--- config.mk ---
export PLATFORM = sky130hd
export DESIGN_NAME = mfi_queue
export DESIGN_NICKNAME = d
export VERILOG_FILES = /design/src/design/mfi_pkg.sv /design/src/design/mfi_queue.sv
export SDC_FILE = /design/constraint.sdc
export NUM_CORES = 1
export LEC_CHECK = 0
export CORE_UTILIZATION = 53
export CTS_CLUSTER_DIAMETER = 200
export DETAILED_ROUTE_END_ITERATION = 16
export DONT_BUFFER_PORTS = 1
export PLACE_DENSITY = 0.71
export SLEW_MARGIN = 20
export SYNTH_ARGS = -nofsm -noshare
export SYNTH_HDL_FRONTEND = slang
export SYNTH_SLANG_ARGS = --single-unit
--- constraint.sdc ---
create_clock -name clk -period 1.1 [get_ports clk]
set_input_delay 0.055 -clock clk [delete_from_list [all_inputs] [get_ports clk]]
set_output_delay 0.055 -clock clk [all_outputs]
set_load 0.02 [all_outputs]
--- src/design/mfi_pkg.sv ---
package mfi_pkg;

    // Ring buffer geometry.
    localparam int BUF_DEPTH = 4096;
    localparam int PTR_W     = $clog2(BUF_DEPTH);
    localparam int CNT_W     = $clog2(BUF_DEPTH + 1);

    // Field and register widths.
    localparam int BYTE_W   = 8;
    localparam int CODE_W   = 2;
    localparam int PERIOD_W = 16;
    localparam int PULSE_W  = 8;
    localparam int GAP_W    = 24;
    localparam int CFG_IDX_W  = 3;
    localparam int CFG_DATA_W = GAP_W;

    // Register values after reset.
    localparam logic [PERIOD_W-1:0] PERIOD_SHORT_RST  = 16'd288;
    localparam logic [PERIOD_W-1:0] PERIOD_MEDIUM_RST = 16'd432;
    localparam logic [PERIOD_W-1:0] PERIOD_LONG_RST   = 16'd576;
    localparam logic [PULSE_W-1:0]  PULSE_WIDTH_RST   = 8'd28;
    localparam logic [GAP_W-1:0]    GAP_PATTERN_RST   = 24'hA96A96;

    localparam logic [PERIOD_W-1:0] START_SHORT_RST  = 16'd260;
    localparam logic [PERIOD_W-1:0] START_MEDIUM_RST = 16'd404;
    localparam logic [PERIOD_W-1:0] START_LONG_RST   = 16'd548;

    // Interval codes.
    localparam logic [CODE_W-1:0] CODE_MEDIUM = 2'd2;
    localparam logic [CODE_W-1:0] CODE_LONG   = 2'd3;
    localparam logic [CODE_W-1:0] LAST_CODE_POS = 2'd3;

    // Gap pattern byte slots, most significant byte first.
    localparam logic [1:0] GAP_SLOT_FIRST  = 2'd0;
    localparam logic [1:0] GAP_SLOT_SECOND = 2'd1;
    localparam logic [1:0] GAP_SLOT_THIRD  = 2'd2;

    typedef enum logic [CFG_IDX_W-1:0] {
        CFG_PERIOD_SHORT  = 3'd0,
        CFG_PERIOD_MEDIUM = 3'd1,
        CFG_PERIOD_LONG   = 3'd2,
        CFG_PULSE_WIDTH   = 3'd3,
        CFG_GAP_PATTERN   = 3'd4
    } cfg_index_t;

    typedef enum logic {
        OP_PUSH = 1'b0,
        OP_TICK = 1'b1
    } op_t;

    typedef struct packed {
        op_t              op;
        logic [BYTE_W-1:0] data;
    } item_t;

    // Interval timing as seen by the back end, with the pulse start of
    // each period already worked out.
    typedef struct packed {
        logic [PERIOD_W-1:0] period_short;
        logic [PERIOD_W-1:0] period_medium;
        logic [PERIOD_W-1:0] period_long;
        logic [PERIOD_W-1:0] start_short;
        logic [PERIOD_W-1:0] start_medium;
        logic [PERIOD_W-1:0] start_long;
        logic [GAP_W-1:0]    gap_pattern;
    } timing_t;

endpackage

--- src/design/mfi_queue.sv ---
module mfi_queue (
    input  logic           clk,
    input  logic           rst_n,
    input  logic           push,
    input  mfi_pkg::item_t push_item,
    output logic           full,
    input  logic           pop,
    output logic           head_valid,
    output mfi_pkg::item_t head_item
);
    import mfi_pkg::*;

    item_t      entry_reg [2];
    logic       wr_sel_reg;
    logic       rd_sel_reg;
    logic [1:0] count_reg;
    logic [1:0] count_next;

    assign full       = (count_reg == 2'd2);
    assign head_valid = (count_reg != 2'd0);
    assign head_item  = entry_reg[rd_sel_reg];

    always_comb
    begin
        count_next = count_reg;
        if (push && !pop)
        begin
            count_next = count_reg + 2'd1;
        end
        else if (pop && !push)
        begin
            count_next = count_reg - 2'd1;
        end
    end

    always_ff @(posedge clk or negedge rst_n)
    begin
        if (!rst_n)
        begin
            wr_sel_reg <= 1'b0;
            rd_sel_reg <= 1'b0;
            count_reg  <= 2'd0;
        end
        else
        begin
            count_reg <= count_next;
            if (push)
            begin
                wr_sel_reg <= !wr_sel_reg;
            end
            if (pop)
            begin
                rd_sel_reg <= !rd_sel_reg;
            end
        end
    end

    always_ff @(posedge clk)
    begin
        if (push)
        begin
            entry_reg[wr_sel_reg] <= push_item;
        end
    end

endmodule

# Yosys cells after proc, flatten, opt, wreduce, memory -nomap -nowiden
# Memory sizes are Yosys's and may differ from the RTL's.
# Index checks and enable logic that the tools add are counted.
[word_totals] out_inout_bits=11 n_memories=1 ram_bits=18 register_bits=4 inputBits=13
[mem_list] name="entry_reg" words=2 word_bits=9 rd=1 rd_clocked_by_memory_dff=0 write_ports=1 line_no="mfi_queue.sv:13" rtl="item_t entry_reg [2];"
[op_classes] n_reduce_logical=8 n_addsub=2 mux=4 n_eq_ne=1
[ops] operator="logical NOT 1 bit" n=4
[ops] operator="2-to-1 mux 2 bit" n=2
[ops] operator="nonzero test 2 bit" n=2
[ops] operator="adder 2 x 1 -> 2 bit (second input constant)" n=1
[ops] operator="== test 2 bit (second input constant)" n=1
[ops] operator="logical AND 1 bit" n=2
[ops] operator="2-to-1 mux 1 bit" n=2
[ops] operator="subtractor 2 x 1 -> 2 bit (second input constant)" n=1

# Depth between registers and ports, before layout
# Gate-level depths: netlist of run 1.
[logic_depth] word_depth=4 depth_mapped=5

# Worst setup path before layout of run 1
# No wires, ideal clock.
[synth_timing] path_type="reg-to-reg" startpoint="register wr_sel_reg" endpoint="memory entry_reg[0][0] in the netlist's numbering (enable)" path_stages_with_launch=2 path_buffers=0 arrival_ns=0.832 slack_ns=-0.107 period_less_slack_ns=1.207 cell_sequence="dfrtp_1 > nor2b_1"
[synth_rtl] item="start, declared" line_no="mfi_queue.sv:14" rtl="logic wr_sel_reg;"
[synth_rtl] item="start signal, assigned" line_no="mfi_queue.sv:49" rtl="wr_sel_reg <= !wr_sel_reg;"
[synth_rtl] item="end, declared" line_no="mfi_queue.sv:13"
# Straight into the memory's write port.

==> results of run 1 <==
[stage by stage]
step                      hold slack (ns)  cell area (µm²)
after floorplan                   -0.2406            880.8
after CTS                         0.02358             1099
after detailed placement          -0.2405            934.6
after global placement            -0.2405            934.6
after global routing              0.02089             1106
final                             0.02550             1106
[worst reg2reg max path, delay by kind of cell, from the launching register on]
kind,cells,cell delay [ns]
xor gates and xnor gates,2,0.38
DFF,1,0.43
and+or+nand+nor,1,0.18
[synthesized netlist by cell type]
cell      count  area [µm²]
and2_1        1       6.260
and2b_2       1       8.760
buf_6         1       11.26
dfrtp_1       4       100.1
edfxtp_1     18       540.5
ha_1          1       12.51
inv_1         1       3.750
mux2_4        9       135.1
nor2_1        1       3.750
nor2b_1       1       6.260
or2_1         1       6.260
xnor2_1       1       8.760
xor2_1        4       35.03
[kinds of logic after synthesis]
group                      after synthesis  share of synthesized area
DFF                                     22                     0.7294
muxes                                    9                     0.1538
xor gates and xnor gates                 5                    0.04986
adders and majority gates                1                    0.01424
and+or+nand+nor                          5                    0.03562
buffers and inverters                    2                    0.01709
[final timing paths]
check                      slack (ns)      endpoint  depth (start not counted)    startpoint
min in group clk                 0.05  count_reg[0]                          2          push
max in group asynchronous        0.91  count_reg[1]                          1         rst_n
hold reg to reg                  0.53    wr_sel_reg                          1    wr_sel_reg
hold / removal                   0.03    wr_sel_reg                          1         rst_n
setup reg to reg                 0.02  count_reg[1]                          3  count_reg[0]
setup / recovery                -0.14  head_item[4]                          2    rd_sel_reg
[metal layers]
layer  GRT usage  up-vias  share of wire
met3     0.02553        2          0.034
met1      0.1884      231           0.38
met5           0        -              0
met2      0.3667       15           0.58
li1            -      204              -
met4     0.03750        0         0.0098
[power by group through the flow]
stage	logic, mW	registers [mW]	clock network, mW
2_1_floorplan	0.797	1.22	0
3_3_place_gp	0.926	1.23	0
3_5_place_dp	0.946	1.26	0
4_1_cts	1.06	1.25	0.346
5_1_grt	1.16	1.26	0.396
6_report	1.11	1.25	0.351
[repair_timing]
item / 4_1_cts / 5_1_grt
gates resized for setup: 3 / 0
buffers inserted: 1 / 1
hold buffers: 12 / 0
cloned: 0 / 0
setup endpoints to repair: 10 / 11
endpoints found under the hold margin: 24 / 0
[final cells by class]
| class | count | area [µm²] |
|---|---|---|
| flip-flops and latches | 22 | 640.6 |
| inverters | 1 | 3.754 |
| fillers | 92 | 417.9 |
| well taps | 16 | 20.02 |
| clock buffers | 4 | 26.28 |
| multi-input cells | 20 | 227.7 |
| repair buffers | 20 | 187.7 |
==> impl_metrics.ini, run 1 <==
[route]
routed_wl_um = 1537
drtIter0Drc = 7
vias = 452
wl_per_cell_um = 18.52
route.detailed.drc = 0
dr.pass1.iters = 3
antenna_left = 0
viasPerCell = 5.446

[sta]
setup-violations-final = 9
min_period_over_period = 1.129
skew_ns = 0.01355
slew_headroom = 0.8699
finalWorstSetupSlack_ns = -0.1418
tightest_slew_ns = 0.1944
hold_viol_final = 0
setup_tns_ns = -1.208
report.final.slew_viol_count = 0
rsz0062_at_grt = yes
period_needed_ns = 1.242
max_freq_mhz = 805.3

[critical_path]
start_kind = register
crit_path_cell_trace = buf_6 > mux2_4
path_buf_inv = 1
crit_required_ns = 1.04
crit_arrival_ns = 1.19
worstPathMaxFanout = 6
cpPeakStageDelay_ns = 0.41
cp_slowest_cell = dfrtp_1
end_kind = output port
crit_family = flip-flops
path_class = register to output port

[final_layout]
final_nets = 82
layout_commonest_cell = edfxtp_1
largest_reg_flops = 18
final_cell_mix = 18 x edfxtp_1, 12 x dlygate4sd3_1, 9 x mux2_4
diodes = 0
final_util = 0.7258
drive_gt1_frac = 0.3433
fin_cells = 83
area_delta_synth_final_pct = 25.93

[floorplanning]
row_count = 14
pin_count = 24
die_area_um2 = 1824
core_area_um2 = 1524
start_util = 0.5764
die_w_um = 42.71
die_h_um = 42.71

[place]
dp_hpwl_um = 993.4
io_buffers = 0
dp_cells = 65
pre_cts_slack_ns = 0.08499
place.gp.congestion = 0.6203

[clock_tree]
numCtsBuffers = 3
ctsLongestPathBuffers = 2
clk_pin_slew_ns = 0.10
cts_tree = done
cts_sinks = 22
htreeDepth = 1
root_buffer = clkbuf_4
clk_latency_ns = 0.29

[global_routing]
gr-total-overflow = 0
grt_pass1_wl_um = 2277
antenna_found_initial = 0
grt_max_degree = 13
grt_pass1_vias = 477
grt_usage = 0.1799

[status]
violations = setup timing
status = finished with violations

[synthesis]
syn_inst = 44
ys_warn_count = 0
synth_area_um2 = 878.3
yosysSeqAreaShare = 0.7293
avgSynthCellArea_um2 = 19.96
synth-seq-cells = 22
synth_cell_types = 13
syn_nets = 58

[pwr]
comb_power_share = 0.410
p_per_area_nw_per_um2 = 2450
pwr-share-seq = 0.460
p_int_mw = 1.816
power_mw = 2.710
p_sw_mw = 0.8939
clkPwrFrac = 0.130
leakagePower_nw = 0.4467
switching_share = 0.3299
max-vdd-ir-drop_mv = 1.716

[hold_path]
hp-class = primary input to asynchronous set/reset pin

[flow_run]
maxCapViolCount = 0
No activity file was read; power rests on OpenSTA's default activity.
==> inputs of run 2 (changes only) <==
--- a/config.mk
+++ b/config.mk
@@ -5,11 +5,10 @@
 export SDC_FILE = /design/constraint.sdc
 export NUM_CORES = 1
 export LEC_CHECK = 0
-export CORE_UTILIZATION = 53
+export CORE_UTILIZATION = 40
 export CTS_CLUSTER_DIAMETER = 200
 export DETAILED_ROUTE_END_ITERATION = 16
 export DONT_BUFFER_PORTS = 1
-export PLACE_DENSITY = 0.71
 export SLEW_MARGIN = 20
 export SYNTH_ARGS = -nofsm -noshare
 export SYNTH_HDL_FRONTEND = slang
==> impl_metrics.ini, run 2 (synthesized netlist as in run 1, its figures left out) <==
[global_routing]
antenna_found_initial = 0
grt_pass1_wl_um = 2159
use_met2 = 0.2523
use_met3 = 0.03115
gr-total-overflow = 0
grt-busiest-layer = met2
use_met1 = 0.1150
grt_pass1_vias = 495
grt_usage = 0.1258
grt_max_degree = 12

[floorplanning]
pin_count = 24
row_count = 16
core_area_um2 = 2022
die_w_um = 48.86
die_h_um = 48.86
die_area_um2 = 2387
start_util = 0.4344

[route]
route.detailed.drc = 0
vias = 434
antenna_left = 0
drtIter0Drc = 1
routed_wl_um = 1267
viasPerCell = 4.717
dr.pass1.iters = 3
wl_per_cell_um = 13.77

[critical_path]
cpPeakStageDelay_ns = 0.43
end_kind = output port
path_buf_inv = 1
worstPathMaxFanout = 9
crit_arrival_ns = 1.21
path_class = register to output port
crit_required_ns = 1.04
start_kind = register
crit_path_cell_trace = buf_12 > mux2_4
cp_slowest_cell = dfrtp_1
crit_family = flip-flops

[pwr]
max-vdd-ir-drop_mv = 1.483
leakagePower_nw = 0.4428
power_mw = 2.643
p_per_area_nw_per_um2 = 2373

[sta]
tightest_slew_ns = 0.1910
finalWorstSetupSlack_ns = -0.1674
report.final.slew_viol_count = 0
hold_viol_final = 0
setup_tns_ns = -1.488
rsz0062_at_grt = yes
max_freq_mhz = 789.0
setup-violations-final = 9
min_period_over_period = 1.152
slew_headroom = 0.8722
skew_ns = 0.009871
period_needed_ns = 1.267

[place]
pre_cts_slack_ns = 0.08949
place.gp.congestion = 0.7001
dp_hpwl_um = 967.7
io_buffers = 0
dp_cells = 75

[hold_path]
hp-class = primary input to asynchronous set/reset pin

[final_layout]
multiInputGateArea_um2 = 227.7
largest_reg_flops = 18
register_area_um2 = 640.6
area_delta_synth_final_pct = 26.78
final_nets = 81
layout_commonest_cell = edfxtp_1
drive_gt1_frac = 0.3385
fin_cells = 92
fillers = 171
final_cell_mix = 18 x edfxtp_1, 12 x dlygate4sd3_1, 9 x mux2_4
diodes = 0

[clock_tree]
ctsLongestPathBuffers = 2
cts_tree = done
root_buffer = clkbuf_4
clk_pin_slew_ns = 0.11
numCtsBuffers = 3
clk_latency_ns = 0.29
htreeDepth = 1
cts_sinks = 22

[status]
status = finished with violations
violations = setup timing

[flow_run]
maxCapViolCount = 0
[run 2: timing repair]
| action | 4_1_cts | 5_1_grt |
|---|---|---|
| setup endpoints to repair | 10 | 11 |
| hold buffers | 12 | 0 |
| resized for setup | 1 | 0 |
| buffers inserted | 1 | 1 |
| endpoints found under the hold margin | 24 | 0 |
| pin swaps | 0 | 1 |
| cloned | 0 | 0 |
[run 2: final timing paths]
kind / startpoint / end / slack [ns] / cells past startpoint
setup / recovery: rd_sel_reg / head_item[3] / -0.17 / 2
hold / removal: rst_n / count_reg[1] / 0.02 / 1
setup reg to reg: wr_sel_reg / entry_reg[0][8] / 0.11 / 2
hold reg to reg: count_reg[1] / count_reg[1] / 0.51 / 1
max in group asynchronous: rst_n / count_reg[0] / 0.90 / 1
min in group clk: push / count_reg[0] / 0.04 / 2
[run 2: layer usage]
metal | up-vias | part of all wire
met1 | 215 | 0.33
met4 | 0 | 0.0071
li1 | 204 | -
met5 | - | 0
met2 | 13 | 0.63
met3 | 2 | 0.036
[run 2: through the flow]
| step | instance area (µm²) | hold WS, ns | utilization |
|---|---|---|---|
| 5_1_grt | 1114 | 0.01697 | 0.5507 |
| 4_1_cts | 1106 | 0.01762 | 0.5470 |
| 2_1_floorplan | 880.8 | -0.2406 | - |
| 3_5_place_dp | 953.4 | -0.2405 | 0.4715 |
| 3_3_place_gp | 953.4 | -0.2405 | 0.4715 |
| 6_report | 1114 | 0.02258 | 0.5507 |
[run 2: worst reg2reg max path, stage by stage (launching register included)]
cell	delay, ns
dfrtp_1	0.42
nor2b_2	0.15
buf_4	0.16
[run 2: cell type report]
| cell class | count | share of cell area |
|---|---|---|
| Sequential cell | 22 | 0.5753 |
| Multi-Input combinational cell | 20 | 0.2045 |
| Timing Repair Buffer | 19 | 0.1663 |
| Tap cell | 27 | 0.03034 |
| Clock buffer | 3 | 0.02022 |
| Inverter | 1 | 0.003371 |
[run 2: report_power, final]
part	internal [mW]	total [mW]	switching [mW]
sequential	1.13	1.24	0.107
clock	0.127	0.323	0.196
combinational	0.546	1.08	0.538
total	1.80	2.64	0.841
