[src/design/mfi_pkg.sv]
package mfi_pkg;

    // Ring buffer geometry.
    localparam int BUF_DEPTH = 4096;
    localparam int PTR_W     = $clog2(BUF_DEPTH);
    localparam int CNT_W     = $clog2(BUF_DEPTH + 1);

    // Field and register widths.
    localparam int BYTE_W   = 8;
    localparam int CODE_W   = 2;
    localparam int PERIOD_W = 16;
    localparam int PULSE_W  = 8;
    localparam int GAP_W    = 24;
    localparam int CFG_IDX_W  = 3;
    localparam int CFG_DATA_W = GAP_W;

    // Register values after reset.
    localparam logic [PERIOD_W-1:0] PERIOD_SHORT_RST  = 16'd288;
    localparam logic [PERIOD_W-1:0] PERIOD_MEDIUM_RST = 16'd432;
    localparam logic [PERIOD_W-1:0] PERIOD_LONG_RST   = 16'd576;
    localparam logic [PULSE_W-1:0]  PULSE_WIDTH_RST   = 8'd28;
    localparam logic [GAP_W-1:0]    GAP_PATTERN_RST   = 24'hA96A96;

    localparam logic [PERIOD_W-1:0] START_SHORT_RST  = 16'd260;
    localparam logic [PERIOD_W-1:0] START_MEDIUM_RST = 16'd404;
    localparam logic [PERIOD_W-1:0] START_LONG_RST   = 16'd548;

    // Interval codes.
    localparam logic [CODE_W-1:0] CODE_MEDIUM = 2'd2;
    localparam logic [CODE_W-1:0] CODE_LONG   = 2'd3;
    localparam logic [CODE_W-1:0] LAST_CODE_POS = 2'd3;

    // Gap pattern byte slots, most significant byte first.
    localparam logic [1:0] GAP_SLOT_FIRST  = 2'd0;
    localparam logic [1:0] GAP_SLOT_SECOND = 2'd1;
    localparam logic [1:0] GAP_SLOT_THIRD  = 2'd2;

    typedef enum logic [CFG_IDX_W-1:0] {
        CFG_PERIOD_SHORT  = 3'd0,
        CFG_PERIOD_MEDIUM = 3'd1,
        CFG_PERIOD_LONG   = 3'd2,
        CFG_PULSE_WIDTH   = 3'd3,
        CFG_GAP_PATTERN   = 3'd4
    } cfg_index_t;

    typedef enum logic {
        OP_PUSH = 1'b0,
        OP_TICK = 1'b1
    } op_t;

    typedef struct packed {
        op_t              op;
        logic [BYTE_W-1:0] data;
    } item_t;

    // Interval timing as seen by the back end, with the pulse start of
    // each period already worked out.
    typedef struct packed {
        logic [PERIOD_W-1:0] period_short;
        logic [PERIOD_W-1:0] period_medium;
        logic [PERIOD_W-1:0] period_long;
        logic [PERIOD_W-1:0] start_short;
        logic [PERIOD_W-1:0] start_medium;
        logic [PERIOD_W-1:0] start_long;
        logic [GAP_W-1:0]    gap_pattern;
    } timing_t;

endpackage

[src/design/mfi_front.sv]
module mfi_front (
    input  logic                          clk,
    input  logic                          rst_n,
    input  logic                          item_valid,
    output logic                          item_stall,
    input  logic                          action,
    input  logic [mfi_pkg::BYTE_W-1:0]    data_byte,
    input  logic                          cfg_write,
    input  logic [mfi_pkg::CFG_IDX_W-1:0] cfg_index,
    input  logic [mfi_pkg::CFG_DATA_W-1:0] cfg_data,
    input  logic                          queue_full,
    output logic                          queue_push,
    output mfi_pkg::item_t                queue_item,
    output mfi_pkg::timing_t              timing
);
    import mfi_pkg::*;

    logic [PERIOD_W-1:0] period_short_reg;
    logic [PERIOD_W-1:0] period_medium_reg;
    logic [PERIOD_W-1:0] period_long_reg;
    logic [PULSE_W-1:0]  pulse_width_reg;
    logic [GAP_W-1:0]    gap_pattern_reg;
    logic [PERIOD_W-1:0] start_short_reg;
    logic [PERIOD_W-1:0] start_medium_reg;
    logic [PERIOD_W-1:0] start_long_reg;
    logic [PERIOD_W-1:0] start_short_next;
    logic [PERIOD_W-1:0] start_medium_next;
    logic [PERIOD_W-1:0] start_long_next;
    logic [PERIOD_W-1:0] pulse_ext;

    // Requests only wait on queue space.
    assign item_stall = queue_full;
    assign queue_push = item_valid && !queue_full;

    always_comb
    begin
        queue_item.op   = action ? OP_TICK : OP_PUSH;
        queue_item.data = data_byte;
    end

    always_ff @(posedge clk or negedge rst_n)
    begin
        if (!rst_n)
        begin
            period_short_reg  <= PERIOD_SHORT_RST;
            period_medium_reg <= PERIOD_MEDIUM_RST;
            period_long_reg   <= PERIOD_LONG_RST;
            pulse_width_reg   <= PULSE_WIDTH_RST;
            gap_pattern_reg   <= GAP_PATTERN_RST;
        end
        else if (cfg_write)
        begin
            unique case (cfg_index)
                CFG_PERIOD_SHORT:  period_short_reg  <= cfg_data[PERIOD_W-1:0];
                CFG_PERIOD_MEDIUM: period_medium_reg <= cfg_data[PERIOD_W-1:0];
                CFG_PERIOD_LONG:   period_long_reg   <= cfg_data[PERIOD_W-1:0];
                CFG_PULSE_WIDTH:   pulse_width_reg   <= cfg_data[PULSE_W-1:0];
                CFG_GAP_PATTERN:   gap_pattern_reg   <= cfg_data[GAP_W-1:0];
                default:           ;
            endcase
        end
    end

    // The pulse start saturates at zero when the pulse is wider than the period.
    assign pulse_ext = {{(PERIOD_W-PULSE_W){1'b0}}, pulse_width_reg};

    always_comb
    begin
        start_short_next  = (period_short_reg > pulse_ext) ?
                            period_short_reg - pulse_ext : '0;
        start_medium_next = (period_medium_reg > pulse_ext) ?
                            period_medium_reg - pulse_ext : '0;
        start_long_next   = (period_long_reg > pulse_ext) ?
                            period_long_reg - pulse_ext : '0;
    end

    always_ff @(posedge clk or negedge rst_n)
    begin
        if (!rst_n)
        begin
            start_short_reg  <= START_SHORT_RST;
            start_medium_reg <= START_MEDIUM_RST;
            start_long_reg   <= START_LONG_RST;
        end
        else
        begin
            start_short_reg  <= start_short_next;
            start_medium_reg <= start_medium_next;
            start_long_reg   <= start_long_next;
        end
    end

    always_comb
    begin
        timing.period_short  = period_short_reg;
        timing.period_medium = period_medium_reg;
        timing.period_long   = period_long_reg;
        timing.start_short   = start_short_reg;
        timing.start_medium  = start_medium_reg;
        timing.start_long    = start_long_reg;
        timing.gap_pattern   = gap_pattern_reg;
    end

endmodule

[config.mk]
export PLATFORM = sky130hd
export DESIGN_NAME = mfi_front
export DESIGN_NICKNAME = d
export VERILOG_FILES = /design/src/design/mfi_pkg.sv /design/src/design/mfi_front.sv
export SDC_FILE = /design/constraint.sdc
export NUM_CORES = 1
export LEC_CHECK = 0
export BUFFER_PORTS_ARGS = -buffer_cell sky130_fd_sc_hd__buf_2
export CORE_MARGIN = 2
export CORE_UTILIZATION = 50
export DETAILED_ROUTE_END_ITERATION = 8
export PLACE_DENSITY_LB_ADDON = 0.2
export REMOVE_ABC_BUFFERS = 1
export SLEW_MARGIN = 40
export SYNTH_ARGS = -nofsm -noshare
export SYNTH_HDL_FRONTEND = slang
export SYNTH_SLANG_ARGS = --single-unit
[constraint.sdc]
create_clock -name clk -period 5.9 [get_ports clk]
set_input_delay 0.295 -clock clk [delete_from_list [all_inputs] [get_ports clk]]
set_output_delay 0.295 -clock clk [all_outputs]
set_load 0.02 [all_outputs]
# --- Yosys cells after proc, flatten, opt, wreduce, memory -nomap -nowiden ---
# Cells that the tools add are included.
totals:
  ff_bits: 128
  input_bits: 41
  output_inout_bits: 131
classes:
  add_sub_neg: 3
  magnitude_cmp: 3
  eq_ne: 4
  mux: 4
  reduce_logical: 8
ops:
  columns: ["cell", "n"]
  rows:
  - ["16-bit by 8-bit > comparator with 1-bit output", 3]
  - ["16-bit two-way mux", 3]
  - ["16-bit by 8-bit subtractor with 16-bit output", 3]
  - ["2-bit AND reduction", 5]
  - ["3-bit by 2-bit == test with 1-bit output, second input constant", 2]
  - ["3-bit by 1-bit == test with 1-bit output, second input constant", 1]
  - ["3-bit == test, second input constant", 1]
  - ["3-bit logical NOT", 1]
  - ["1-bit logical AND", 1]
  - ["1-bit logical NOT", 1]
  - ["1-bit two-way mux", 1]

# --- Depth between registers and ports, before layout ---
# Gate-level depths: netlist of the first run.
depth:
  ltp_word: 2
  ltp_mapped: 10
  mapped_depth_nobuf: 9

# --- Worst setup path after synthesis of the first run ---
# Ideal clock, no wire load.
synth_path:
  path_type: "reg-to-reg"
  from: "reg pulse_width_reg[2]"
  to: "reg start_long_reg[13]"
  setup_time_ps: 126
  arrival_ps: 2236
  required_time_ps: 5774
  slack_ps: 3538
  path_stages_with_launch: 10
  n_path_buf: 1
  path_cell_list: "dfstp_2 -> inv_1 -> ha_1 -> nor2b_1 -> o31a_1 -> o21ai_0 -> o21ai_1 -> nor4_4 -> buf_4 -> a21oi_1"
synth_via:
  elab_chain_len: 2
  word_cells_on_any_way: 3
synth_lines:
  columns: ["element", "line_no", "rtl"]
  rows:
  - ["from (decl)", "mfi_front.sv:21", "logic [PULSE_W-1:0] pulse_width_reg;"]
  - ["from (signal assigned)", "mfi_front.sv:57", "CFG_PULSE_WIDTH: pulse_width_reg <= cfg_data[PULSE_W-1:0];"]
  - ["16-bit by 8-bit subtractor with 16-bit output or 16-bit by 8-bit > comparator with 1-bit output (tied branches)", "mfi_front.sv:74, mfi_front.sv:73", null]
  - ["16-bit two-way mux *", "mfi_front.sv:73", "start_long_next = (period_long_reg > pulse_ext) ?"]
  - ["via start_long_next[13]", "mfi_front.sv:28", "logic [PERIOD_W-1:0] start_long_next;"]
  - ["to (signal assigned)", "mfi_front.sv:89", "start_long_reg <= start_long_next;"]
  - ["to (decl)", "mfi_front.sv:25", "logic [PERIOD_W-1:0] start_long_reg;"]
# Mark *: on every way through the listed nets, which the timed path passes. The rest lies on a longest branch.
# A chain may end at the register's enable or synchronous reset.

# --- Worst setup path after layout of the first run ---
layout_path:
  from: "reg pulse_width_reg[2]"
  to: "reg start_long_reg[10]"
# Same word-level chain as after synthesis.

==> results.rst, run 1 <==
.. list-table::
   :header-rows: 1

   * - Metric
     - Value
   * - Status
     - completed
   * - Clock latency of the later-clocked register in the worst-skew pair
     - 420 ps
   * - Detailed-route vias per instance
     - 5.51
   * - Number of buffers created by CTS
     - 17
   * - Cell count after synthesis
     - 567
   * - Share of the yosys chip area belonging to registers
     - 51.1%
   * - Die area
     - 13600 um^2
   * - Number of synthesized register bits
     - 128
   * - Wire length of the first global-routing pass
     - 25000 um
   * - Number of endpoints with negative hold slack in the final report
     - 0
   * - Critical path launch point type
     - flip-flop
   * - # clock sinks
     - 128
   * - Die Wd
     - 117 um
   * - Fin crit share
     - 49.9%
   * - Buf+Inv Stages, Crit Path
     - 1
   * - Final setup violation count
     - 0
   * - Ratio of cells with drive above 1 in the final layout
     - 41.2%
   * - RSZ-0062 raised after global routing
     - false
   * - Number of buffer cells added on primary ports
     - 153
   * - Pre-antenna DRT Iters
     - 5
   * - Global route overflow
     - 0
   * - Distinct cell type count after synthesis
     - 56
   * - GRT Util Overall
     - 24.4%
   * - Post-synthesis instance area
     - 6350 um^2
   * - Dpl ws
     - 2980 ps
   * - CORE AREA
     - 12500 um^2
   * - Filler cell count
     - 1067
   * - Number of enable-type register cells in the synthesized netlist
     - 0
   * - Post-Route Setup TNS
     - 0 ps
   * - Antenna Violating Nets Remaining
     - 0
   * - Cell family with the largest share of critical-path delay
     - compound AO/OA/AOI/OAI gates
   * - Number of top-level design ports
     - 172
   * - Cell depth of the worst hold path
     - 2
   * - Most instantiated flip-flop cell in the synthesis netlist
     - sky130_fd_sc_hd__dfrtp_1
   * - Total number of yosys warnings
     - 0
   * - CTS Hold Bufs
     - 1
   * - Slew Viols, Final
     - 0
   * - Minimum hold slack
     - 110 ps
   * - Data arrival, critical path
     - 3210 ps
   * - Achievable Freq
     - 0.339 GHz
   * - Setup slack after layout
     - 2950 ps
   * - Antenna violations before repair
     - 0
   * - Number of levels the H-tree was split into
     - 4
   * - Number of buffers added for setup after CTS
     - 0
   * - Total of max-cap violations
     - 0
   * - Number of flip-flops in the largest register
     - 24
   * - Initial Util
     - 50.7%
   * - Critical path peak fanout
     - 15
   * - Root buffer cell
     - sky130_fd_sc_hd__clkbuf_16
   * - Worst Setup End Kind
     - flip-flop
   * - Largest stage delay on the critical path
     - 620 ps
   * - Number of DRC violations after detailed routing
     - 0
   * - Detail Placement HPWL
     - 11700 um
   * - Diode insertion count for antenna repair
     - 0
   * - Proportion of synthesized flip-flops having asynchronous set or reset
     - 100%
   * - Net count of the finished layout
     - 781
   * - Footprint of the multi-input gates
     - 2870 um^2
   * - Post-CTS Resized
     - 0
   * - Floorplan die height
     - 117 um
   * - Minimum period implied by the final worst setup slack
     - 2950 ps
   * - Final routed wirelength across all metal layers
     - 16000 um
   * - Average wire per standard cell
     - 17.8 um
   * - Endpoint required time on the critical path
     - 6160 ps
   * - Clock tree from TritonCTS
     - done
   * - Max clock buf depth
     - 2
   * - Drt first-iter violations
     - 291
   * - Combined flip-flop and latch cell area
     - 3240 um^2
   * - Worst rel slew slack
     - 48.3%
   * - Via total after detailed routing
     - 4945
   * - Via count of the first global-routing pass
     - 4843
   * - Mean instance size in the synthesized netlist
     - 11.2 um^2
   * - Global placer's final weighted congestion
     - 0.889
   * - Path type of the worst min-delay path
     - primary input to flip-flop
   * - List of cells traversed by the critical path
     - inv_1 -> ha_1 -> nor2b_1 -> o31a_1 -> o21ai_0 -> o21ai_1 -> nor4_4 -> nor2_1
   * - Depth of the worst register-to-register path
     - 8
   * - Number of gates on the worst path with buffers counted
     - 8
   * - Actual transition at the worst max-transition pin
     - 770 ps
   * - P per Cell Area
     - 519 nW/um^2
   * - Area Overhead vs Synth
     - 23.4%
   * - Worst setup path class
     - flip-flop to flip-flop
   * - Worst path slowest cell
     - sky130_fd_sc_hd__nor4_4
   * - VDD IR max
     - 0.283 mV
   * - Row count
     - 41
   * - Leakage power total
     - 3.58 nW
   * - Final Skew
     - 6.45 ps
   * - Reg clk slew, reported paths
     - 50 ps
   * - Largest net degree at the start of global routing
     - 84
## synth_stat cells (3+ instances only)
| cell type | instances | area, um^2 |
|---|---|---|
| sky130_fd_sc_hd__dfrtp_1 | 96 | 2400 |
| sky130_fd_sc_hd__mux2_2 | 70 | 788 |
| sky130_fd_sc_hd__nor2_1 | 63 | 236 |
| sky130_fd_sc_hd__o21ai_0 | 36 | 180 |
| sky130_fd_sc_hd__dfstp_2 | 32 | 841 |
| sky130_fd_sc_hd__nand2_1 | 30 | 113 |
| sky130_fd_sc_hd__ha_1 | 24 | 300 |
| sky130_fd_sc_hd__inv_1 | 22 | 82.6 |
| sky130_fd_sc_hd__nor3_1 | 19 | 95.1 |
| sky130_fd_sc_hd__clkbuf_1 | 15 | 56.3 |
| sky130_fd_sc_hd__a21oi_1 | 13 | 65.1 |
| sky130_fd_sc_hd__buf_4 | 13 | 97.6 |
| sky130_fd_sc_hd__xnor2_1 | 13 | 114 |
| sky130_fd_sc_hd__nor2b_1 | 11 | 68.8 |
| sky130_fd_sc_hd__o21a_1 | 10 | 75.1 |
| sky130_fd_sc_hd__a211oi_1 | 9 | 67.6 |
| sky130_fd_sc_hd__xor2_1 | 8 | 70.1 |
| sky130_fd_sc_hd__or3_1 | 7 | 43.8 |
| sky130_fd_sc_hd__o31a_1 | 6 | 52.6 |
| sky130_fd_sc_hd__a31oi_1 | 5 | 31.3 |
| sky130_fd_sc_hd__nand2b_1 | 5 | 31.3 |
| sky130_fd_sc_hd__a21o_1 | 4 | 30.0 |
| sky130_fd_sc_hd__or4_1 | 4 | 30.0 |
| sky130_fd_sc_hd__fa_1 | 3 | 60.1 |
| sky130_fd_sc_hd__nand3_1 | 3 | 15.0 |
| sky130_fd_sc_hd__nand4_1 | 3 | 18.8 |
| sky130_fd_sc_hd__nor4_1 | 3 | 18.8 |
| sky130_fd_sc_hd__o211ai_1 | 3 | 22.5 |
| sky130_fd_sc_hd__o41ai_1 | 3 | 26.3 |
## power by group
group          total, mW  internal [mW]  switching, mW
clock               1.08          0.719          0.359
sequential          1.37           1.20          0.169
combinational       1.62          0.621           1.00
## kinds of logic after synthesis
group                      after synthesis  share of synthesized area (%)
DFF                                    128                           51.1
xor gates and xnor gates                21                           2.90
muxes                                   72                           12.7
AOI/OAI and AO/OA                      106                           11.0
adders and majority gates               27                           5.68
buffers and inverters                   53                           3.92
and+or+nand+nor                        160                           12.6
## cells in the final DEF (no fill, tap or decap), types with 6 or more instances in the layout
| cell | Yosys | routed |
|---|---|---|
| sky130_fd_sc_hd__buf_2 | 1 | 152 |
| sky130_fd_sc_hd__dfrtp_1 | 96 | 96 |
| sky130_fd_sc_hd__mux2_2 | 70 | 70 |
| sky130_fd_sc_hd__nor2_1 | 63 | 63 |
| sky130_fd_sc_hd__o21ai_0 | 36 | 36 |
| sky130_fd_sc_hd__dfstp_2 | 32 | 32 |
| sky130_fd_sc_hd__nand2_1 | 30 | 30 |
| sky130_fd_sc_hd__ha_1 | 24 | 24 |
| sky130_fd_sc_hd__inv_1 | 22 | 22 |
| sky130_fd_sc_hd__nor3_1 | 19 | 18 |
| sky130_fd_sc_hd__clkbuf_16 | 0 | 17 |
| sky130_fd_sc_hd__a21oi_1 | 13 | 13 |
| sky130_fd_sc_hd__xnor2_1 | 13 | 13 |
| sky130_fd_sc_hd__nor2b_1 | 11 | 11 |
| sky130_fd_sc_hd__o21a_1 | 10 | 10 |
| sky130_fd_sc_hd__a211oi_1 | 9 | 9 |
| sky130_fd_sc_hd__xor2_1 | 8 | 8 |
| sky130_fd_sc_hd__or3_1 | 7 | 7 |
| sky130_fd_sc_hd__o31a_1 | 6 | 6 |
| sky130_fd_sc_hd__clkbuf_8 | 0 | 6 |
## worst reg2reg max path: stages, from the launching register on
cell and delay, ps:
sky130_fd_sc_hd__dfstp_2 520, sky130_fd_sc_hd__inv_1 80, sky130_fd_sc_hd__ha_1 320, sky130_fd_sc_hd__nor2b_1 170
sky130_fd_sc_hd__o31a_1 280, sky130_fd_sc_hd__o21ai_0 440, sky130_fd_sc_hd__o21ai_1 240, sky130_fd_sc_hd__nor4_4 620
sky130_fd_sc_hd__nor2_1 130
## final timing paths
kind                                        to  slack (ps)               start
max                         start_long_reg[10]        2950  pulse_width_reg[2]
min                        gap_pattern_reg[21]         110        cfg_data[21]
max reg2reg                 start_long_reg[10]        2950  pulse_width_reg[2]
min reg2reg                 pulse_width_reg[7]         500  pulse_width_reg[7]
max in group asynchronous   gap_pattern_reg[7]        4370               rst_n
min in group asynchronous   period_long_reg[3]         490               rst_n
## area by class of cell
cell class	count	area share, %
clock buffer	27	6.55
clock inverter	5	1.28
inverter	22	1.05
multi-input combinational	386	36.6
sequential	128	41.4
tap	172	2.75
timing repair buffer	158	10.4
## per-layer routing
layer	routed length, um	share of wire (%)	global-route usage [%]	vias to the layer above
li1	-	-	-	2293
met4	252	1.6	7.92	0
met3	970	6.1	6.85	21
met5	0	0	0	-
met2	7650	48	39.4	179
met1	7110	44	32.1	2452
## metrics by stage
step	power (mW)	instance area (um^2)	instances	utilization, %
after floorplan	2.47	6180	536	-
after global placement	2.96	7200	865	57.5
after detailed placement	2.99	7210	865	57.6
after CTS	4.09	7830	898	62.6
after global routing	4.32	7830	898	62.6
final	4.07	7830	898	62.6
No activity file was read; power rests on OpenSTA's default activity.
==> inputs of run 2 (changes only) <==
--- a/config.mk
+++ b/config.mk
@@ -7,7 +7,7 @@
 export LEC_CHECK = 0
 export BUFFER_PORTS_ARGS = -buffer_cell sky130_fd_sc_hd__buf_2
 export CORE_MARGIN = 2
-export CORE_UTILIZATION = 50
+export CORE_UTILIZATION = 48
 export DETAILED_ROUTE_END_ITERATION = 8
 export PLACE_DENSITY_LB_ADDON = 0.2
 export REMOVE_ABC_BUFFERS = 1
==> constraint.sdc (replaced) <==
create_clock -name clk -period 2.5 [get_ports clk]
set_input_delay 0.125 -clock clk [delete_from_list [all_inputs] [get_ports clk]]
set_output_delay 0.125 -clock clk [all_outputs]
set_load 0.02 [all_outputs]
==> run 2 against run 1 <==
  * Via count increased by 3.0%
  * Routed wire length increased by 4.7%
  * Count of clock-buffer cells in the layout decreased by 2
  * Final cell count increased by 4.2%
  * Fmax increased by 21%
  * Sequential power increased by 140%
  * Register-to-register slack got worse by 2900 ps
  * Critical path depth increased by 1
  * Setup slack got worse by 2900 ps
  * Die area increased by 4.0%
  * First-iteration DRC count decreased by 6.2%
  * Combinational power increased to 2.6 times the previous value
  * Critical path type unchanged
  * Largest power group unchanged
==> results.rst, run 2 (same netlist as run 1, synthesis figures left out) <==
.. list-table::
   :header-rows: 1

   * - Metric
     - Value
   * - Status
     - completed (unchanged)
   * - Global route overflow
     - 0 (unchanged)
   * - VDD IR max
     - 0.577 mV (was 0.283 mV)
   * - Detailed-route vias per instance
     - 5.44 (was 5.51)
   * - GR met1 Demand/Resource
     - 32.5% (was 32.1%)
   * - Clock group share of total power
     - 24.5% (was 26.5%)
   * - Post-layout instance area
     - 8220 um^2 (was 7830 um^2)
   * - Diode insertion count for antenna repair
     - 0 (unchanged)
   * - Filler cell count
     - 1096 (was 1067)
   * - Instance area after placement
     - 7400 um^2 (was 7210 um^2)
   * - Global placer's final weighted congestion
     - 0.915 (was 0.889)
   * - Ratio of cells with drive above 1 in the final layout
     - 44.6% (was 41.2%)
   * - Leakage power total
     - 3.75 nW (was 3.58 nW)
   * - Number of endpoints with negative hold slack in the final report
     - 0 (unchanged)
   * - Dpl ws
     - -8.11 ps (was 2980 ps)
   * - Detail Placement HPWL
     - 12200 um (was 11700 um)
   * - # clock sinks
     - 128 (unchanged)
   * - Fin crit share
     - 97.3% (was 49.9%)
   * - Wire length of the first global-routing pass
     - 26000 um (was 25000 um)
   * - Achievable Freq
     - 0.411 GHz (was 0.339 GHz)
   * - Clock latency of the later-clocked register in the worst-skew pair
     - 420 ps (about the same)
   * - Number of buffers created by CTS
     - 17 (unchanged)
   * - Startpoint of the most critical hold path
     - cfg_data[10] (was cfg_data[21])
   * - Worst setup path start
     - pulse_width_reg[0] (was pulse_width_reg[2])
   * - Number of flip-flops in the largest register
     - 24 (unchanged)
   * - Floorplan die height
     - 119 um (was 117 um)
   * - Number of top-level design ports
     - 172 (unchanged)
   * - Number of levels the H-tree was split into
     - 4 (unchanged)
   * - Worst setup path class
     - flip-flop to flip-flop (unchanged)
   * - Critical path peak fanout
     - 4 (was 15)
   * - Root buffer cell
     - sky130_fd_sc_hd__clkbuf_16 (unchanged)
   * - Worst rel slew slack
     - 50.2% (was 48.3%)
   * - Max clock buf depth
     - 2 (unchanged)
   * - Worst Setup End Kind
     - flip-flop (unchanged)
   * - CORE AREA
     - 13100 um^2 (was 12500 um^2)
   * - Reg clk slew, reported paths
     - 60 ps (was 50 ps)
   * - RR Startpoint
     - pulse_width_reg[0] (was pulse_width_reg[2])
   * - Critical path launch point type
     - flip-flop (unchanged)
   * - Antenna violations before repair
     - 0 (unchanged)
   * - Slew Viols, Final
     - 0 (unchanged)
   * - Number of buffer cells added on primary ports
     - 153 (unchanged)
   * - Footprint of the multi-input gates
     - 2970 um^2 (was 2870 um^2)
   * - Final routed wirelength across all metal layers
     - 16700 um (was 16000 um)
   * - Clock tree from TritonCTS
     - done (unchanged)
   * - Commonest cells after routing, fill and taps aside
     - sky130_fd_sc_hd__buf_2, sky130_fd_sc_hd__dfrtp_1, sky130_fd_sc_hd__mux2_2 (unchanged)
   * - Final setup violation count
     - 0 (unchanged)
   * - Endpoint required time on the critical path
     - 2800 ps (was 6160 ps)
   * - Minimum hold slack
     - 18.0 ps (was 110 ps)
   * - Minimum period implied by the final worst setup slack
     - 2430 ps (was 2950 ps)
   * - Combinational share of power
     - 42.5% (was 39.9%)
   * - Global Route met3 Usage
     - 5.65% (was 6.85%)
   * - Area Overhead vs Synth
     - 29.5% (was 23.4%)
   * - Via total after detailed routing
     - 5093 (was 4945)
   * - Pre-antenna DRT Iters
     - 4 (was 5)
   * - Largest net degree at the start of global routing
     - 61 (was 84)
   * - Data arrival, critical path
     - 2730 ps (was 3210 ps)
   * - Final Skew
     - 5.96 ps (was 6.45 ps)
   * - Path type of the worst min-delay path
     - primary input to flip-flop (unchanged)
   * - P per Cell Area
     - 1190 nW/um^2 (was 519 nW/um^2)
   * - Via count of the first global-routing pass
     - 4934 (was 4843)
   * - Total of max-cap violations
     - 0 (unchanged)
   * - Combined flip-flop and latch cell area
     - 3240 um^2 (unchanged)
   * - Antenna Violating Nets Remaining
     - 0 (unchanged)
   * - Most used routing layer in global routing
     - met2 (unchanged)
   * - Met2 capacity usage during global routing
     - 37.1% (was 39.4%)
   * - Die area
     - 14200 um^2 (was 13600 um^2)
   * - Switching power total
     - 3.74 mW (was 1.53 mW)
   * - Final Core Density
     - 62.8% (was 62.6%)
   * - Switching power as a share of total power
     - 38.2% (was 37.6%)
   * - Drt first-iter violations
     - 273 (was 291)
   * - Flop pwr share
     - 33.0% (was 33.6%)
   * - Die Wd
     - 119 um (was 117 um)
   * - P_int
     - 6.04 mW (was 2.54 mW)
   * - Average wire per standard cell
     - 17.9 um (was 17.8 um)
   * - Actual transition at the worst max-transition pin
     - 747 ps (was 770 ps)
   * - Leading cell type in the layout, fill and taps excluded
     - sky130_fd_sc_hd__buf_2 (unchanged)
   * - Net count of the finished layout
     - 815 (was 781)
   * - Number of DRC violations after detailed routing
     - 0 (unchanged)
   * - Initial Util
     - 48.5% (was 50.7%)
   * - Setup slack after layout
     - 66.6 ps (was 2950 ps)
   * - Row count
     - 42 (was 41)
   * - GRT Util Overall
     - 23.8% (was 24.4%)
## run 2: repair_timing
| item | 4_1_cts | 5_1_grt |
|---|---|---|
| buffers inserted | 0 | 3 |
| hold buffers | 12 | 0 |
| pin swaps | 0 | 6 |
| setup endpoints to repair | 3 | 23 |
| resized for setup | 3 | 17 |
| hold endpoints to repair | 43 | 0 |
## run 2: final timing paths
path                                       endpoint  slack, ps  cells past startpoint
worst min register to register   gap_pattern_reg[0]        500                      1
min in group asynchronous        period_long_reg[0]        250                      2
worst min-delay path            gap_pattern_reg[10]         20                      2
worst max-delay path            start_short_reg[14]         70                      9
worst max register to register  start_short_reg[14]         70                      9
max in group asynchronous       gap_pattern_reg[23]       1410                      3
## run 2: metal layers
layer	wire [um]	share of wire, %	vias up
li1	-	-	2365
met1	7560	45	2495
met2	7890	47	203
met3	916	5.5	30
met4	367	2.2	0
met5	0	0	-
## run 2: cell type report
class / instances / share of cell area [%]
clock buffers: 25 / 5.91
clock inverters: 7 / 1.04
inverters: 22 / 1.01
multi-input cells: 386 / 36.1
flip-flops and latches: 128 / 39.5
well taps: 176 / 2.68
repair buffers: 192 / 13.8
## run 2: critical path, cell delays in order (launching register included)
cell and delay [ps]:
sky130_fd_sc_hd__dfrtp_1 450, sky130_fd_sc_hd__ha_1 250, sky130_fd_sc_hd__fa_1 410, sky130_fd_sc_hd__nor2b_2 150
sky130_fd_sc_hd__o31a_1 220, sky130_fd_sc_hd__nor3_2 70, sky130_fd_sc_hd__o41ai_2 380, sky130_fd_sc_hd__buf_4 170
sky130_fd_sc_hd__nor3_1 40, sky130_fd_sc_hd__a21o_1 170
## run 2: power groups by stage
stage,registers (mW),logic (mW),clock network [mW]
3_5_place_dp,3.25,3.98,0
4_1_cts,3.22,4.03,2.44
3_3_place_gp,3.22,3.92,0
6_report,3.23,4.15,2.40
5_1_grt,3.30,4.49,2.54
2_1_floorplan,3.97,1.85,0
## run 2: metrics by stage
stage	total power [mW]	cells	setup TNS, ps
6_report	9.78	936	0
5_1_grt	10.3	936	-33.7
4_1_cts	9.70	933	0
3_5_place_dp	7.23	889	-8.11
3_3_place_gp	7.15	889	0
2_1_floorplan	5.82	536	0
==> inputs of run 3 (changes only) <==
--- a/config.mk
+++ b/config.mk
@@ -7,7 +7,7 @@
 export LEC_CHECK = 0
 export BUFFER_PORTS_ARGS = -buffer_cell sky130_fd_sc_hd__buf_2
 export CORE_MARGIN = 2
-export CORE_UTILIZATION = 48
+export CORE_UTILIZATION = 50
 export DETAILED_ROUTE_END_ITERATION = 8
 export PLACE_DENSITY_LB_ADDON = 0.2
 export REMOVE_ABC_BUFFERS = 1
==> constraint.sdc (replaced) <==
create_clock -name clk -period 2.39 [get_ports clk]
set_input_delay 0.1195 -clock clk [delete_from_list [all_inputs] [get_ports clk]]
set_output_delay 0.1195 -clock clk [all_outputs]
set_load 0.02 [all_outputs]
==> run 3 against run 2 <==
  * The run now ends with negative setup slack left
  * Final area rose by 4.7%
  * Global-route usage rose by 2.4 points
  * Routed wire length rose by 5.2%
  * Sequential power rose by 4%
  * Final cell count rose by 2.0%
  * Critical endpoint is now start_long_reg[2]
  * Largest cell class unchanged
==> results.rst, run 3 (same netlist as run 1, synthesis figures left out) <==
.. list-table::
   :header-rows: 1

   * - Metric
     - Value
   * - Fin crit share
     - 100% (was 97.3%)
   * - Number of levels the H-tree was split into
     - 4 (unchanged)
   * - Floorplan die height
     - 117 um (was 119 um)
   * - Global placer's final weighted congestion
     - 0.928 (was 0.915)
   * - Wire length of the first global-routing pass
     - 26800 um (was 26000 um)
   * - Achievable Freq
     - 0.417 GHz (was 0.411 GHz)
   * - VDD IR max
     - 0.588 mV (was 0.577 mV)
   * - Worst setup path class
     - flip-flop to flip-flop (unchanged)
   * - Post-Route Setup TNS
     - -7.96 ps (was 0 ps)
   * - Initial Util
     - 50.7% (was 48.5%)
   * - Endpoint required time on the critical path
     - 2720 ps (was 2800 ps)
   * - Minimum period implied by the final worst setup slack
     - 2400 ps (was 2430 ps)
   * - Diode insertion count for antenna repair
     - 0 (unchanged)
   * - Number of flip-flops in the largest register
     - 24 (unchanged)
   * - Actual transition at the worst max-transition pin
     - 736 ps (was 747 ps)
   * - P per Cell Area
     - 1270 nW/um^2 (was 1190 nW/um^2)
   * - Clock latency of the later-clocked register in the worst-skew pair
     - 420 ps (about the same)
   * - Data arrival, critical path
     - 2730 ps (about the same)
   * - Root buffer cell
     - sky130_fd_sc_hd__clkbuf_16 (unchanged)
   * - RSZ-0062 raised after global routing
     - true
   * - Final Core Density
     - 68.7% (was 62.8%)
   * - Critical path launch point type
     - flip-flop (unchanged)
   * - Antenna Violating Nets Remaining
     - 0 (unchanged)
   * - Combined flip-flop and latch cell area
     - 3240 um^2 (about the same)
   * - Filler cell count
     - 989 (was 1096)
   * - Largest net degree at the start of global routing
     - 78 (was 61)
   * - Worst rel slew slack
     - 50.9% (was 50.2%)
   * - Dpl ws
     - -104 ps (was -8.11 ps)
   * - Clock tree from TritonCTS
     - done (unchanged)
   * - Number of DRC violations after detailed routing
     - 0 (unchanged)
   * - Status
     - finished, violations left (was completed)
   * - Number of endpoints with negative hold slack in the final report
     - 0 (unchanged)
   * - Failing checks
     - negative setup slack
   * - Worst Setup End Kind
     - flip-flop (unchanged)
   * - Row count
     - 41 (was 42)
   * - Placed cells
     - 904 (was 889)
   * - Pre-antenna DRT Iters
     - 4 (unchanged)
   * - Leakage power total
     - 3.92 nW (was 3.75 nW)
   * - Via total after detailed routing
     - 5239 (was 5093)
   * - CORE AREA
     - 12500 um^2 (was 13100 um^2)
   * - Leading cell type in the layout, fill and taps excluded
     - sky130_fd_sc_hd__buf_2 (unchanged)
   * - Net count of the finished layout
     - 838 (was 815)
   * - Non-filler instance count after layout
     - 955 (was 936)
   * - Global route overflow
     - 0 (unchanged)
   * - Ratio of cells with drive above 1 in the final layout
     - 49.6% (was 44.6%)
   * - Number of top-level design ports
     - 172 (unchanged)
   * - Total power draw
     - 10.9 mW (was 9.78 mW)
   * - Via count of the first global-routing pass
     - 5172 (was 4934)
   * - Area Overhead vs Synth
     - 35.5% (was 29.5%)
   * - Setup slack after layout
     - -7.96 ps (was 66.6 ps)
   * - Max clock buf depth
     - 2 (unchanged)
   * - # clock sinks
     - 128 (unchanged)
   * - Commonest cells after routing, fill and taps aside
     - sky130_fd_sc_hd__buf_2, sky130_fd_sc_hd__dfrtp_1, sky130_fd_sc_hd__mux2_2 (unchanged)
   * - Total of max-cap violations
     - 0 (unchanged)
   * - Number of buffer cells added on primary ports
     - 153 (unchanged)
   * - Final Skew
     - 6.77 ps (was 5.96 ps)
   * - Drt first-iter violations
     - 321 (was 273)
   * - Path type of the worst min-delay path
     - primary input to flip-flop (unchanged)
   * - GRT Util Overall
     - 26.2% (was 23.8%)
   * - Final routed wirelength across all metal layers
     - 17600 um (was 16700 um)
   * - Die area
     - 13600 um^2 (was 14200 um^2)
   * - Detailed-route vias per instance
     - 5.49 (was 5.44)
   * - Number of buffers created by CTS
     - 17 (unchanged)
   * - Critical path peak fanout
     - 7 (was 4)
   * - Die Wd
     - 117 um (was 119 um)
   * - Slew Viols, Final
     - 0 (unchanged)
   * - Antenna violations before repair
     - 0 (unchanged)
   * - Detail Placement HPWL
     - 12500 um (was 12200 um)
   * - Reg clk slew, reported paths
     - 60 ps (about the same)
   * - Final setup violation count
     - 1 (was 0)
   * - Footprint of the multi-input gates
     - 3090 um^2 (was 2970 um^2)
   * - R2r setup slk
     - -8 ps (was 70 ps)
   * - Average wire per standard cell
     - 18.4 um (was 17.9 um)
run 3: worst paths after layout:
path                                          from                  end  cells after the start
max in group asynchronous                    rst_n  gap_pattern_reg[19]                      3
worst min-delay path                   cfg_data[0]  period_short_reg[0]                      3
worst min register to register  gap_pattern_reg[0]   gap_pattern_reg[0]                      1
worst max-delay path            pulse_width_reg[0]    start_long_reg[2]                     11
worst max register to register  pulse_width_reg[0]    start_long_reg[2]                     11
min in group asynchronous                    rst_n    start_long_reg[4]                      2
run 3: critical path: stages, from the launching register on:
cell	delay [ps]
sky130_fd_sc_hd__dfrtp_1	420
sky130_fd_sc_hd__ha_2	210
sky130_fd_sc_hd__fa_2	360
sky130_fd_sc_hd__nor2b_4	130
sky130_fd_sc_hd__o31a_1	200
sky130_fd_sc_hd__o21ai_1	80
sky130_fd_sc_hd__buf_4	150
sky130_fd_sc_hd__o21ai_4	190
sky130_fd_sc_hd__nor4_4	70
sky130_fd_sc_hd__buf_4	170
sky130_fd_sc_hd__clkbuf_16	160
sky130_fd_sc_hd__nor3_1	180
run 3: area by class of cell:
class	count	area share, %
flip-flops and latches	128	37.7
multi-input cells	386	35.9
repair buffers	215	15.3
clock buffers	18	5.11
well taps	172	2.50
clock inverters	14	2.47
inverters	22	0.989
run 3: routing by layer:
layer / vias to the layer above / part of all wire (%) / track usage [%]
li1: 2424 / - / -
met1: 2549 / 42 / 34.6
met2: 229 / 48 / 40.7
met3: 37 / 6.8 / 6.75
met4: 0 / 3.0 / 12.5
met5: - / 0 / 0
run 3: stage by stage:
step,hold slack (ps),instance area (um^2)
after floorplan,-176,6180
after global placement,131,7520
after detailed placement,141,7520
after CTS,11.3,8400
after global routing,19.9,8600
final,18.2,8600
run 3: timing repair:
item	CTS	global route
endpoints found under the hold margin	51	0
hold buffers	12	0
setup endpoints to repair	23	42
pin swaps	4	19
resized for setup	16	35
cloned	0	1
buffers inserted	2	4
run 3: power breakdown:
part	internal [mW]	total (mW)	switching, mW
sequential	2.96	3.37	0.413
combinational	1.98	4.75	2.77
clock	1.88	2.83	0.951
total	6.81	10.9	4.14
